$ cat src/design/iqpm_pkg.sv
package iqpm_pkg;

   // sample and accumulator sizes
   localparam int SAMPLE_WIDTH = 16;
   localparam int SUM_WIDTH    = 50;
   localparam int DB_WIDTH     = 16;

   // power units: I*I + Q*Q carries 2^-SCALE_EXP per LSB
   localparam int SCALE_EXP    = 2 * (SAMPLE_WIDTH - 1);

   // log2 mantissa held as Q30 in [2^30, 2^31)
   localparam int MANT_WIDTH   = 31;
   localparam int MANT_TOP     = MANT_WIDTH - 1;
   localparam int FRAC_BITS    = 16;

   // step counter covers the divider bit position and the log iterations
   localparam int STEP_WIDTH   = 6;

   localparam int BLOCK_LENGTH_RESET = 192000;

   // 10*log10(2) in Q16, and 3 dB in 1/256 dB
   localparam logic signed [18:0] DB_PER_LOG2 = 19'sd197283;
   localparam int                 OFFSET_3DB  = 768;
   localparam int                 ROUND_SHIFT = 24;

   localparam logic signed [DB_WIDTH-1:0] DB_MIN = {1'b1, {(DB_WIDTH-1){1'b0}}};
   localparam logic signed [DB_WIDTH-1:0] DB_MAX = {1'b0, {(DB_WIDTH-1){1'b1}}};

   typedef struct packed {
      logic signed [SAMPLE_WIDTH-1:0] i_sample;
      logic signed [SAMPLE_WIDTH-1:0] q_sample;
   } req_type;

   typedef struct packed {
      logic signed [SAMPLE_WIDTH-1:0] i_out;
      logic signed [SAMPLE_WIDTH-1:0] q_out;
      logic                           block_last;
      logic signed [DB_WIDTH-1:0]     power_dbfs;
   } rsp_type;

   typedef enum logic [2:0] {
      ST_IDLE,
      ST_ACCUM,
      ST_DIVIDE,
      ST_NORM,
      ST_LOG,
      ST_SCALE,
      ST_ROUND,
      ST_EMIT
   } state_type;

   // commands from the controller to the datapath
   typedef struct packed {
      logic load;
      logic accum;
      logic div_step;
      logic norm;
      logic log_step;
      logic scale;
      logic round;
      logic emit;
   } cmd_type;

   // status from the datapath to the controller
   typedef struct packed {
      logic is_last;
      logic step_zero;
      logic out_free;
   } status_type;

endpackage

$ cat src/design/iqpm_ctrl.sv
module iqpm_ctrl (
   input  logic                   clock,
   input  logic                   reset,
   input  logic                   req_valid,
   output logic                   req_stall,
   input  iqpm_pkg::status_type   status,
   output iqpm_pkg::cmd_type      cmd
);

   iqpm_pkg::state_type state_ff;
   iqpm_pkg::state_type state_in;

   // hold the state
   always_ff @(posedge clock) begin
      if (reset) begin
         state_ff <= iqpm_pkg::ST_IDLE;
      end else begin
         state_ff <= state_in;
      end
   end

   // sequence one sample through the datapath
   always_comb begin
      state_in  = state_ff;
      cmd       = '0;
      req_stall = 1'b1;
      case (state_ff)
         iqpm_pkg::ST_IDLE: begin
            req_stall = 1'b0;
            if (req_valid) begin
               cmd.load = 1'b1;
               state_in = iqpm_pkg::ST_ACCUM;
            end
         end
         iqpm_pkg::ST_ACCUM: begin
            cmd.accum = 1'b1;
            if (status.is_last) begin
               state_in = iqpm_pkg::ST_DIVIDE;
            end else begin
               state_in = iqpm_pkg::ST_EMIT;
            end
         end
         iqpm_pkg::ST_DIVIDE: begin
            cmd.div_step = 1'b1;
            if (status.step_zero) begin
               state_in = iqpm_pkg::ST_NORM;
            end
         end
         iqpm_pkg::ST_NORM: begin
            cmd.norm = 1'b1;
            state_in = iqpm_pkg::ST_LOG;
         end
         iqpm_pkg::ST_LOG: begin
            cmd.log_step = 1'b1;
            if (status.step_zero) begin
               state_in = iqpm_pkg::ST_SCALE;
            end
         end
         iqpm_pkg::ST_SCALE: begin
            cmd.scale = 1'b1;
            state_in  = iqpm_pkg::ST_ROUND;
         end
         iqpm_pkg::ST_ROUND: begin
            cmd.round = 1'b1;
            state_in  = iqpm_pkg::ST_EMIT;
         end
         iqpm_pkg::ST_EMIT: begin
            // wait for the output register to free up
            if (status.out_free) begin
               cmd.emit = 1'b1;
               state_in = iqpm_pkg::ST_IDLE;
            end
         end
         default: begin
            state_in = iqpm_pkg::ST_IDLE;
         end
      endcase
   end

endmodule

$ cat src/design/iqpm_dp.sv
module iqpm_dp #(
   parameter int COUNT_WIDTH = 19
) (
   input  logic                     clock,
   input  logic                     reset,
   input  iqpm_pkg::req_type        req_data,
   input  logic                     csr_valid,
   input  logic [COUNT_WIDTH-1:0]   csr_wdata,
   input  iqpm_pkg::cmd_type        cmd,
   output iqpm_pkg::status_type     status,
   output logic                     rsp_valid,
   input  logic                     rsp_stall,
   output iqpm_pkg::rsp_type        rsp_data
);

   localparam int SW = iqpm_pkg::SUM_WIDTH;
   localparam int MW = iqpm_pkg::MANT_WIDTH;
   localparam int FB = iqpm_pkg::FRAC_BITS;
   localparam int DW = iqpm_pkg::DB_WIDTH;
   localparam int XW = 7;               // signed exponent
   localparam int LW = XW + FB;         // signed log2 in Q16
   localparam int PW = LW + 19;         // dB product
   localparam int RW = PW - iqpm_pkg::ROUND_SHIFT;

   // architectural state
   logic [COUNT_WIDTH-1:0]  len_ff, len_in;
   logic [SW-1:0]           sum_ff, sum_in;
   logic [COUNT_WIDTH-1:0]  count_ff, count_in;
   logic signed [DW-1:0]    last_power_ff, last_power_in;
   logic                    rsp_valid_ff, rsp_valid_in;

   // working registers
   iqpm_pkg::req_type                 samp_ff, samp_in;
   logic                              last_flag_ff, last_flag_in;
   logic [SW-1:0]                     dividend_ff, dividend_in;
   logic [COUNT_WIDTH-1:0]            rem_ff, rem_in;
   logic [COUNT_WIDTH-1:0]            divisor_ff, divisor_in;
   logic [iqpm_pkg::STEP_WIDTH-1:0]   step_ff, step_in;
   logic [iqpm_pkg::STEP_WIDTH-1:0]   e_ff, e_in;
   logic                              found_ff, found_in;
   logic [MW-1:0]                     mant_ff, mant_in;
   logic [FB-1:0]                     frac_ff, frac_in;
   logic signed [PW-1:0]              db_ff, db_in;
   iqpm_pkg::rsp_type                 rsp_ff, rsp_in;

   // combinational helpers
   logic signed [2*iqpm_pkg::SAMPLE_WIDTH-1:0] i_sq, q_sq;
   logic [2*iqpm_pkg::SAMPLE_WIDTH:0]          norm;
   logic [SW-1:0]                              sum_next;
   logic [COUNT_WIDTH-1:0]                     len_eff;
   logic [COUNT_WIDTH:0]                       count_inc;
   logic                                       is_last;
   logic [COUNT_WIDTH:0]                       rem_sh, rem_diff;
   logic                                       qbit;
   logic [4:0]                                 norm_shamt;
   logic [2*MW-1:0]                            prod;
   logic [MW:0]                                prod_q30;
   logic signed [XW-1:0]                       exp_s;
   logic signed [LW-1:0]                       l_val;
   logic signed [PW-1:0]                       db_bias;
   logic signed [RW-1:0]                       db_rnd;
   logic signed [RW:0]                         db_off;
   logic signed [DW-1:0]                       db_sat;
   logic                                       out_free;

   // sample power and block end test
   always_comb begin
      i_sq      = samp_ff.i_sample * samp_ff.i_sample;
      q_sq      = samp_ff.q_sample * samp_ff.q_sample;
      norm      = {1'b0, i_sq} + {1'b0, q_sq};
      sum_next  = sum_ff + SW'(norm);
      len_eff   = (len_ff == '0) ? COUNT_WIDTH'(1) : len_ff;
      count_inc = {1'b0, count_ff} + (COUNT_WIDTH + 1)'(1);
      is_last   = count_inc >= {1'b0, len_eff};
   end

   // restoring divide step, one quotient bit
   always_comb begin
      rem_sh   = {rem_ff, dividend_ff[SW-1]};
      rem_diff = rem_sh - {1'b0, divisor_ff};
      qbit     = rem_sh >= {1'b0, divisor_ff};
   end

   // log2 squaring step and dB scaling
   always_comb begin
      norm_shamt = 5'(6'(iqpm_pkg::MANT_TOP) - e_ff);
      prod       = mant_ff * mant_ff;
      prod_q30   = prod[2*MW-1:MW-1];
      exp_s      = XW'(e_ff) - XW'(iqpm_pkg::SCALE_EXP);
      l_val      = {exp_s, frac_ff};
      db_bias    = db_ff + (PW'(1) <<< (iqpm_pkg::ROUND_SHIFT - 1));
      db_rnd     = db_bias[PW-1:iqpm_pkg::ROUND_SHIFT];
      db_off     = (RW + 1)'(db_rnd) - (RW + 1)'(iqpm_pkg::OFFSET_3DB);
      if (db_off < (RW + 1)'(iqpm_pkg::DB_MIN)) begin
         db_sat = iqpm_pkg::DB_MIN;
      end else if (db_off > (RW + 1)'(iqpm_pkg::DB_MAX)) begin
         db_sat = iqpm_pkg::DB_MAX;
      end else begin
         db_sat = db_off[DW-1:0];
      end
   end

   assign out_free = !rsp_valid_ff || !rsp_stall;

   // next values of all registers
   always_comb begin
      len_in        = len_ff;
      sum_in        = sum_ff;
      count_in      = count_ff;
      last_power_in = last_power_ff;
      samp_in       = samp_ff;
      last_flag_in  = last_flag_ff;
      dividend_in   = dividend_ff;
      rem_in        = rem_ff;
      divisor_in    = divisor_ff;
      step_in       = step_ff;
      e_in          = e_ff;
      found_in      = found_ff;
      mant_in       = mant_ff;
      frac_in       = frac_ff;
      db_in         = db_ff;
      rsp_in        = rsp_ff;
      rsp_valid_in  = rsp_valid_ff && rsp_stall;

      if (csr_valid) begin
         len_in = csr_wdata;
      end

      // capture the beat
      if (cmd.load) begin
         samp_in = req_data;
      end

      // accumulate; on block end start the divider and clear the block
      if (cmd.accum) begin
         last_flag_in = is_last;
         if (is_last) begin
            sum_in      = '0;
            count_in    = '0;
            dividend_in = sum_next;
            divisor_in  = len_eff;
            rem_in      = '0;
            step_in     = iqpm_pkg::STEP_WIDTH'(SW - 1);
            found_in    = 1'b0;
            mant_in     = '0;
            e_in        = '0;
         end else begin
            sum_in   = sum_next;
            count_in = count_inc[COUNT_WIDTH-1:0];
         end
      end

      // one quotient bit; gather the mantissa from the leading one down
      if (cmd.div_step) begin
         dividend_in = dividend_ff << 1;
         rem_in      = qbit ? rem_diff[COUNT_WIDTH-1:0] : rem_sh[COUNT_WIDTH-1:0];
         step_in     = step_ff - iqpm_pkg::STEP_WIDTH'(1);
         if (!found_ff && qbit) begin
            found_in = 1'b1;
            e_in     = step_ff;
            mant_in  = MW'(1);
         end else if (found_ff && !mant_ff[iqpm_pkg::MANT_TOP]) begin
            mant_in = {mant_ff[MW-2:0], qbit};
         end
      end

      // align short quotients to Q30
      if (cmd.norm) begin
         if (found_ff && (e_ff < iqpm_pkg::STEP_WIDTH'(iqpm_pkg::MANT_TOP))) begin
            mant_in = mant_ff << norm_shamt;
         end
         step_in = iqpm_pkg::STEP_WIDTH'(FB - 1);
         frac_in = '0;
      end

      // square and take one fraction bit
      if (cmd.log_step) begin
         step_in = step_ff - iqpm_pkg::STEP_WIDTH'(1);
         if (prod_q30[MW]) begin
            mant_in = prod_q30[MW:1];
            frac_in = {frac_ff[FB-2:0], 1'b1};
         end else begin
            mant_in = prod_q30[MW-1:0];
            frac_in = {frac_ff[FB-2:0], 1'b0};
         end
      end

      if (cmd.scale) begin
         db_in = l_val * iqpm_pkg::DB_PER_LOG2;
      end

      // round, drop 3 dB, saturate; a zero mean reads as the floor
      if (cmd.round) begin
         last_power_in = found_ff ? db_sat : iqpm_pkg::DB_MIN;
      end

      if (cmd.emit) begin
         rsp_in.i_out      = samp_ff.i_sample;
         rsp_in.q_out      = samp_ff.q_sample;
         rsp_in.block_last = last_flag_ff;
         rsp_in.power_dbfs = last_power_ff;
         rsp_valid_in      = 1'b1;
      end
   end

   // control and architectural state
   always_ff @(posedge clock) begin
      if (reset) begin
         len_ff        <= COUNT_WIDTH'(iqpm_pkg::BLOCK_LENGTH_RESET);
         sum_ff        <= '0;
         count_ff      <= '0;
         last_power_ff <= iqpm_pkg::DB_MIN;
         rsp_valid_ff  <= 1'b0;
      end else begin
         len_ff        <= len_in;
         sum_ff        <= sum_in;
         count_ff      <= count_in;
         last_power_ff <= last_power_in;
         rsp_valid_ff  <= rsp_valid_in;
      end
   end

   // payload and working registers
   always_ff @(posedge clock) begin
      samp_ff      <= samp_in;
      last_flag_ff <= last_flag_in;
      dividend_ff  <= dividend_in;
      rem_ff       <= rem_in;
      divisor_ff   <= divisor_in;
      step_ff      <= step_in;
      e_ff         <= e_in;
      found_ff     <= found_in;
      mant_ff      <= mant_in;
      frac_ff      <= frac_in;
      db_ff        <= db_in;
      rsp_ff       <= rsp_in;
   end

   assign status.is_last   = is_last;
   assign status.step_zero = step_ff == '0;
   assign status.out_free  = out_free;

   assign rsp_valid = rsp_valid_ff;
   assign rsp_data  = rsp_ff;

endmodule

$ cat src/design/iq_block_power_dbfs_meter.sv
// channel | direction | handshake           | beat
// req     | in        | req_valid/req_stall | iqpm_pkg::req_type (i_sample, q_sample)
// rsp     | out       | rsp_valid/rsp_stall | iqpm_pkg::rsp_type (i_out, q_out,
//         |           |                     |   block_last, power_dbfs)
// csr     | in        | csr_valid/csr_ready | block_length, COUNT_WIDTH bits
//
// A sample that does not end a block is accepted, accumulated and loaded into the
// output register. A block-ending sample also runs a 50-step restoring divider
// (one quotient bit a cycle), 16 log2 squaring steps, plus normalize, scale and round.
// Reset is synchronous: it clears the sum, the count, the reported power (to the
// floor), the output valid and the controller; block_length returns to 192000.
// Under rsp_stall the result holds; the next sample is worked on, then waits to emit.
module iq_block_power_dbfs_meter #(
   parameter int COUNT_WIDTH = 19
) (
   input  logic                     clock,
   input  logic                     reset,
   input  logic                     req_valid,
   output logic                     req_stall,
   input  iqpm_pkg::req_type        req_data,
   output logic                     rsp_valid,
   input  logic                     rsp_stall,
   output iqpm_pkg::rsp_type        rsp_data,
   input  logic                     csr_valid,
   output logic                     csr_ready,
   input  logic [COUNT_WIDTH-1:0]   csr_wdata
);

   iqpm_pkg::cmd_type    ctrl_cmd;
   iqpm_pkg::status_type dp_status;

   // take register writes at any time
   assign csr_ready = 1'b1;

   iqpm_ctrl u_ctrl (
      .clock     (clock),
      .reset     (reset),
      .req_valid (req_valid),
      .req_stall (req_stall),
      .status    (dp_status),
      .cmd       (ctrl_cmd)
   );

   iqpm_dp #(
      .COUNT_WIDTH (COUNT_WIDTH)
   ) u_dp (
      .clock     (clock),
      .reset     (reset),
      .req_data  (req_data),
      .csr_valid (csr_valid),
      .csr_wdata (csr_wdata),
      .cmd       (ctrl_cmd),
      .status    (dp_status),
      .rsp_valid (rsp_valid),
      .rsp_stall (rsp_stall),
      .rsp_data  (rsp_data)
   );

   // one beat in flight: busy right after an accept
   a_busy_after_accept : assert property (
      @(posedge clock) disable iff (reset)
      (req_valid && !req_stall) |=> req_stall
   ) else $error("input accepted again before the previous sample finished");

   // the controller issues at most one datapath command per cycle
   a_cmd_onehot : assert property (
      @(posedge clock) disable iff (reset)
      $onehot0(ctrl_cmd)
   ) else $error("more than one datapath command at once");

   // a new result only comes out of work on an accepted sample
   a_result_from_work : assert property (
      @(posedge clock) disable iff (reset)
      $rose(rsp_valid) |-> $past(req_stall)
   ) else $error("result appeared while the block was idle");

endmodule

$ cat config.mk
export PLATFORM = sky130hd
export DESIGN_NAME = iq_block_power_dbfs_meter
export DESIGN_NICKNAME = d
export VERILOG_FILES = /design/src/design/iqpm_pkg.sv /design/src/design/iqpm_ctrl.sv /design/src/design/iqpm_dp.sv /design/src/design/iq_block_power_dbfs_meter.sv
export SDC_FILE = /design/constraint.sdc
export NUM_CORES = 2
export LEC_CHECK = 0
export BUFFER_PORTS_ARGS = -buffer_cell sky130_fd_sc_hd__buf_4
export CORE_MARGIN = 4
export CORE_UTILIZATION = 61
export CTS_BUF_LIST = sky130_fd_sc_hd__clkbuf_2
export CTS_CLUSTER_SIZE = 28
export DETAILED_ROUTE_END_ITERATION = 12
export GPL_ROUTABILITY_DRIVEN = 0
export GPL_TIMING_DRIVEN = 1
export PLACE_DENSITY_LB_ADDON = 0.2
export SLEW_MARGIN = 10
export SYNTH_ARGS = -nofsm -noshare
export SYNTH_HDL_FRONTEND = slang
export SYNTH_SLANG_ARGS = --single-unit
export TNS_END_PERCENT = 50
$ cat constraint.sdc
create_clock -name clock -period 8.2 [get_ports clock]
set_clock_uncertainty 0.05 [all_clocks]
set_input_delay 1.64 -clock clock [delete_from_list [all_inputs] [get_ports clock]]
set_output_delay 1.64 -clock clock [all_outputs]
set_load 0.01 [all_outputs]
==> impl_metrics.yaml <==
run_status:
  violations: "negative setup slack"
  status: "finished with violations"
yosys:
  ys_ff_latch: 357
  post_synthesis_cell_area_sq_um: 70200
  synth-main-ff-cell: "sky130_fd_sc_hd__edfxtp_1"
  synthesis.nets: 9644
  synth-seq-area-share: 0.132
  synth.distinct_cells: 87
  postSynthAreaPerCell_sq_um: 9.33
  synth_edf_count: 212
  yosysWarnings: 0
  postSynthCellCount: 7531
  async_reset_ff_frac: 0
die:
  chipHeight_microns: 347
  start_util: 0.614
  die_area_sq_um: 121000
  dieWidth_microns: 347
  boundary_pin_count: 108
  row_count: 124
  design.core.area_sq_um: 114000
sta:
  finalSetupViolCount: 87
  worst_slack_ns: -0.695
  setup_repair_after_global_routing_missed_its_margin: "true"
  final.period_utilization: 1.08
  fin_crit_ns: 8.90
  hold_violations: 0
  slew_violations: 0
  worst-slew-pin-transition_ns: 1.22
  max_freq_mhz: 112
  timing.slew.headroom: 0.181
route:
  wirelength_microns: 184000
  drt_drc_violations_left: 0
  ant_nets: 0
  drt-wirelength-per-cell_microns: 18.6
  drt_iter0_drc: 3484
  total_vias_in_the_final_route: 54447
  firstDrtPassIters: 9
  routed_via_density: 5.49
final_layout:
  finish.net_count: 10435
  flow.area_growth_from_synthesis_pct: 16.2
  final_cells: 9921
  n_fill_cell: 8430
  final_common_cell: "sky130_fd_sc_hd__inv_1"
  final_cell_mix: "sky130_fd_sc_hd__inv_1 (1896), sky130_fd_sc_hd__fa_1 (1334), sky130_fd_sc_hd__buf_4 (907)"
  final_instance_area_sq_um: 81700
  drive_above_1_share: 0.182
setup_path:
  most_common_cell_on_crit_path: "sky130_fd_sc_hd__fa_1"
  cp_max_fo: 6
  timing.setup.critical_path_class: "reg -> reg"
  critPathRequiredTime_ns: 9.35
  worst_setup_path_end_kind: "flip-flop"
  worst-endpoint-arrival_ns: 10.05
  critical_path.startpoint_type: "flip-flop"
  max_stage_delay_on_crit_path_ns: 0.54
  critical_path.slowest_cell: "sky130_fd_sc_hd__fa_1"
clocking:
  cts.sinks: 357
  max-clock-path-buffers: 3
  clk_pin_slew_worst_paths_ns: 0.11
  tritoncts: "built"
  worst_skew_pair.late_latency_ns: 1.38
  cts-buffers-inserted: 99
  htree_levels: 3
  cts-root-buf: "sky130_fd_sc_hd__clkbuf_2"
grt:
  grt.total_usage: 0.312
  globalRouteOverflowTotal: 0
  grt_start_max_net_pins: 76
  grt_first_pass_wirelength_microns: 303000
  number_of_global_route_vias_before_repair: 59488
  grt_antenna_before_repair: 2
placed_design:
  placed_instance_count: 9666
  port_buffers: 106
  dp.final_hpwl_microns: 152000
  placed_area_sq_um: 78600
min_path:
  hold_path_class: "reg -> reg"
run:
  cap_viol_max_count: 0
[layer usage]
layer  global-route usage  part of all wire  vias up
met5                    0                 0        -
met4                0.161             0.057        0
met3               0.0403             0.056      558
met2                0.540              0.50     1779
met1                0.385              0.38    27239
li1                     -                 -    24871
[synth_stat cells, types with 11 or more instances]
| library cell | instances | area (sq um) |
|---|---|---|
| sky130_fd_sc_hd__a211o_1 | 15 | 131 |
| sky130_fd_sc_hd__a211oi_1 | 27 | 203 |
| sky130_fd_sc_hd__a21o_1 | 93 | 698 |
| sky130_fd_sc_hd__a21oi_1 | 251 | 1260 |
| sky130_fd_sc_hd__a221oi_1 | 39 | 342 |
| sky130_fd_sc_hd__a22o_1 | 41 | 359 |
| sky130_fd_sc_hd__a22oi_1 | 21 | 158 |
| sky130_fd_sc_hd__a311oi_1 | 14 | 123 |
| sky130_fd_sc_hd__a31oi_1 | 36 | 225 |
| sky130_fd_sc_hd__and2_1 | 237 | 1480 |
| sky130_fd_sc_hd__and3_1 | 42 | 263 |
| sky130_fd_sc_hd__buf_1 | 18 | 67.6 |
| sky130_fd_sc_hd__clkbuf_1 | 255 | 957 |
| sky130_fd_sc_hd__dfxtp_1 | 145 | 2900 |
| sky130_fd_sc_hd__edfxtp_1 | 212 | 6370 |
| sky130_fd_sc_hd__fa_1 | 1355 | 27100 |
| sky130_fd_sc_hd__ha_1 | 702 | 8780 |
| sky130_fd_sc_hd__inv_1 | 1934 | 7260 |
| sky130_fd_sc_hd__mux2i_1 | 35 | 350 |
| sky130_fd_sc_hd__nand2_1 | 645 | 2420 |
| sky130_fd_sc_hd__nand2b_1 | 43 | 269 |
| sky130_fd_sc_hd__nand3_1 | 119 | 596 |
| sky130_fd_sc_hd__nand4_1 | 30 | 188 |
| sky130_fd_sc_hd__nor2_1 | 381 | 1430 |
| sky130_fd_sc_hd__nor2b_1 | 33 | 206 |
| sky130_fd_sc_hd__nor3_1 | 53 | 265 |
| sky130_fd_sc_hd__nor4_1 | 14 | 87.6 |
| sky130_fd_sc_hd__o211ai_1 | 31 | 233 |
| sky130_fd_sc_hd__o21a_1 | 26 | 195 |
| sky130_fd_sc_hd__o21ai_0 | 169 | 846 |
| sky130_fd_sc_hd__o21bai_1 | 23 | 173 |
| sky130_fd_sc_hd__o31ai_1 | 11 | 82.6 |
| sky130_fd_sc_hd__or2_2 | 17 | 106 |
| sky130_fd_sc_hd__or3_1 | 26 | 163 |
| sky130_fd_sc_hd__xnor2_1 | 178 | 1560 |
| sky130_fd_sc_hd__xor2_1 | 95 | 832 |
[per-stage QoR]
| stage | setup TNS, ns | worst slack, ns | utilization | hold WS, ns |
|---|---|---|---|---|
| 3_3_place_gp | -45.77 | -1.00 | 0.687 | 0.366 |
| 6_report | -30.86 | -0.695 | 0.714 | 0.368 |
| 5_1_grt | -55.32 | -1.02 | 0.714 | 0.358 |
| 2_1_floorplan | -1.51 | -0.157 | - | 0.350 |
| 3_5_place_dp | -51.42 | -1.01 | 0.687 | 0.369 |
| 4_1_cts | -22.39 | -0.503 | 0.707 | 0.251 |
[worst max-delay path: cells and delay by family, from the launching register on]
family                   cells  cell delay, ns
AND/OR/NAND/NOR              5            0.91
flip-flops                   1            0.53
AO/OA/AOI/OAI               14            2.89
buffers and inverters        6            0.35
adder cells (fa/ha/maj)      9            3.92
XOR/XNOR                     1            0.11
[area by class of cell]
type / instances / area (sq um) / share of cell area
Tap cell: 1512 / 1890 / 0.0232
Sequential cell: 357 / 9310 / 0.114
Timing Repair Buffer: 977 / 7910 / 0.0968
Clock inverter: 47 / 260 / 0.00319
Multi-Input combinational cell: 4943 / 54300 / 0.665
Antenna cell: 1 / 2.50 / 0.0000306
Clock buffer: 140 / 701 / 0.00858
Inverter: 1944 / 7320 / 0.0896
[sequential cells by signal, indices dropped and copies added (netlist names), 19 cells and up]
signal,flops
u_dp.rsp_data,49
u_dp.divisor_ff,19
u_dp.len_ff,19
u_dp.sum_ff,50
u_dp.db_ff,19
u_dp.samp_ff,32
u_dp.count_ff,19
u_dp.mant_ff,31
u_dp.rem_ff,19
u_dp.dividend_ff,50
[repair_timing]
item	in CTS	in global routing
hold endpoints to repair	0	0
pin swaps	93	72
hold buffers	0	0
gates cloned	5	0
resized for setup	232	159
setup buffers	46	22
endpoints found under the setup margin	93	96
[path summary, 6_finish.rpt]
path | slack, ns | startpoint | depth (start not counted) | end
worst max-delay path | -0.70 | u_dp.samp_ff[9] | 35 | u_dp.sum_ff[38]
worst min-delay path | 0.37 | u_dp.dividend_ff[32] | 2 | u_dp.dividend_ff[33]
worst max register to register | -0.70 | u_dp.samp_ff[9] | 35 | u_dp.sum_ff[38]
worst min register to register | 0.37 | u_dp.dividend_ff[32] | 2 | u_dp.dividend_ff[33]
[logic make-up (layout without fill, tap and decap cells)]
kind of cell | Yosys count | after routing | share of synthesized area
compound gates | 884 | 884 | 0.0831
fa+ha+maj | 2057 | 2057 | 0.511
simple gates | 1676 | 1676 | 0.111
mux | 52 | 52 | 0.00932
flops | 357 | 357 | 0.132
buf+inv | 2231 | 3108 | 0.120
xor+xnor | 273 | 273 | 0.0340
other cells | 1 | 2 | 0.0000534
Power is left out: the tool's default activity adds up to more than one toggle a clock period on the data nets, which glitch-free logic cannot reach.
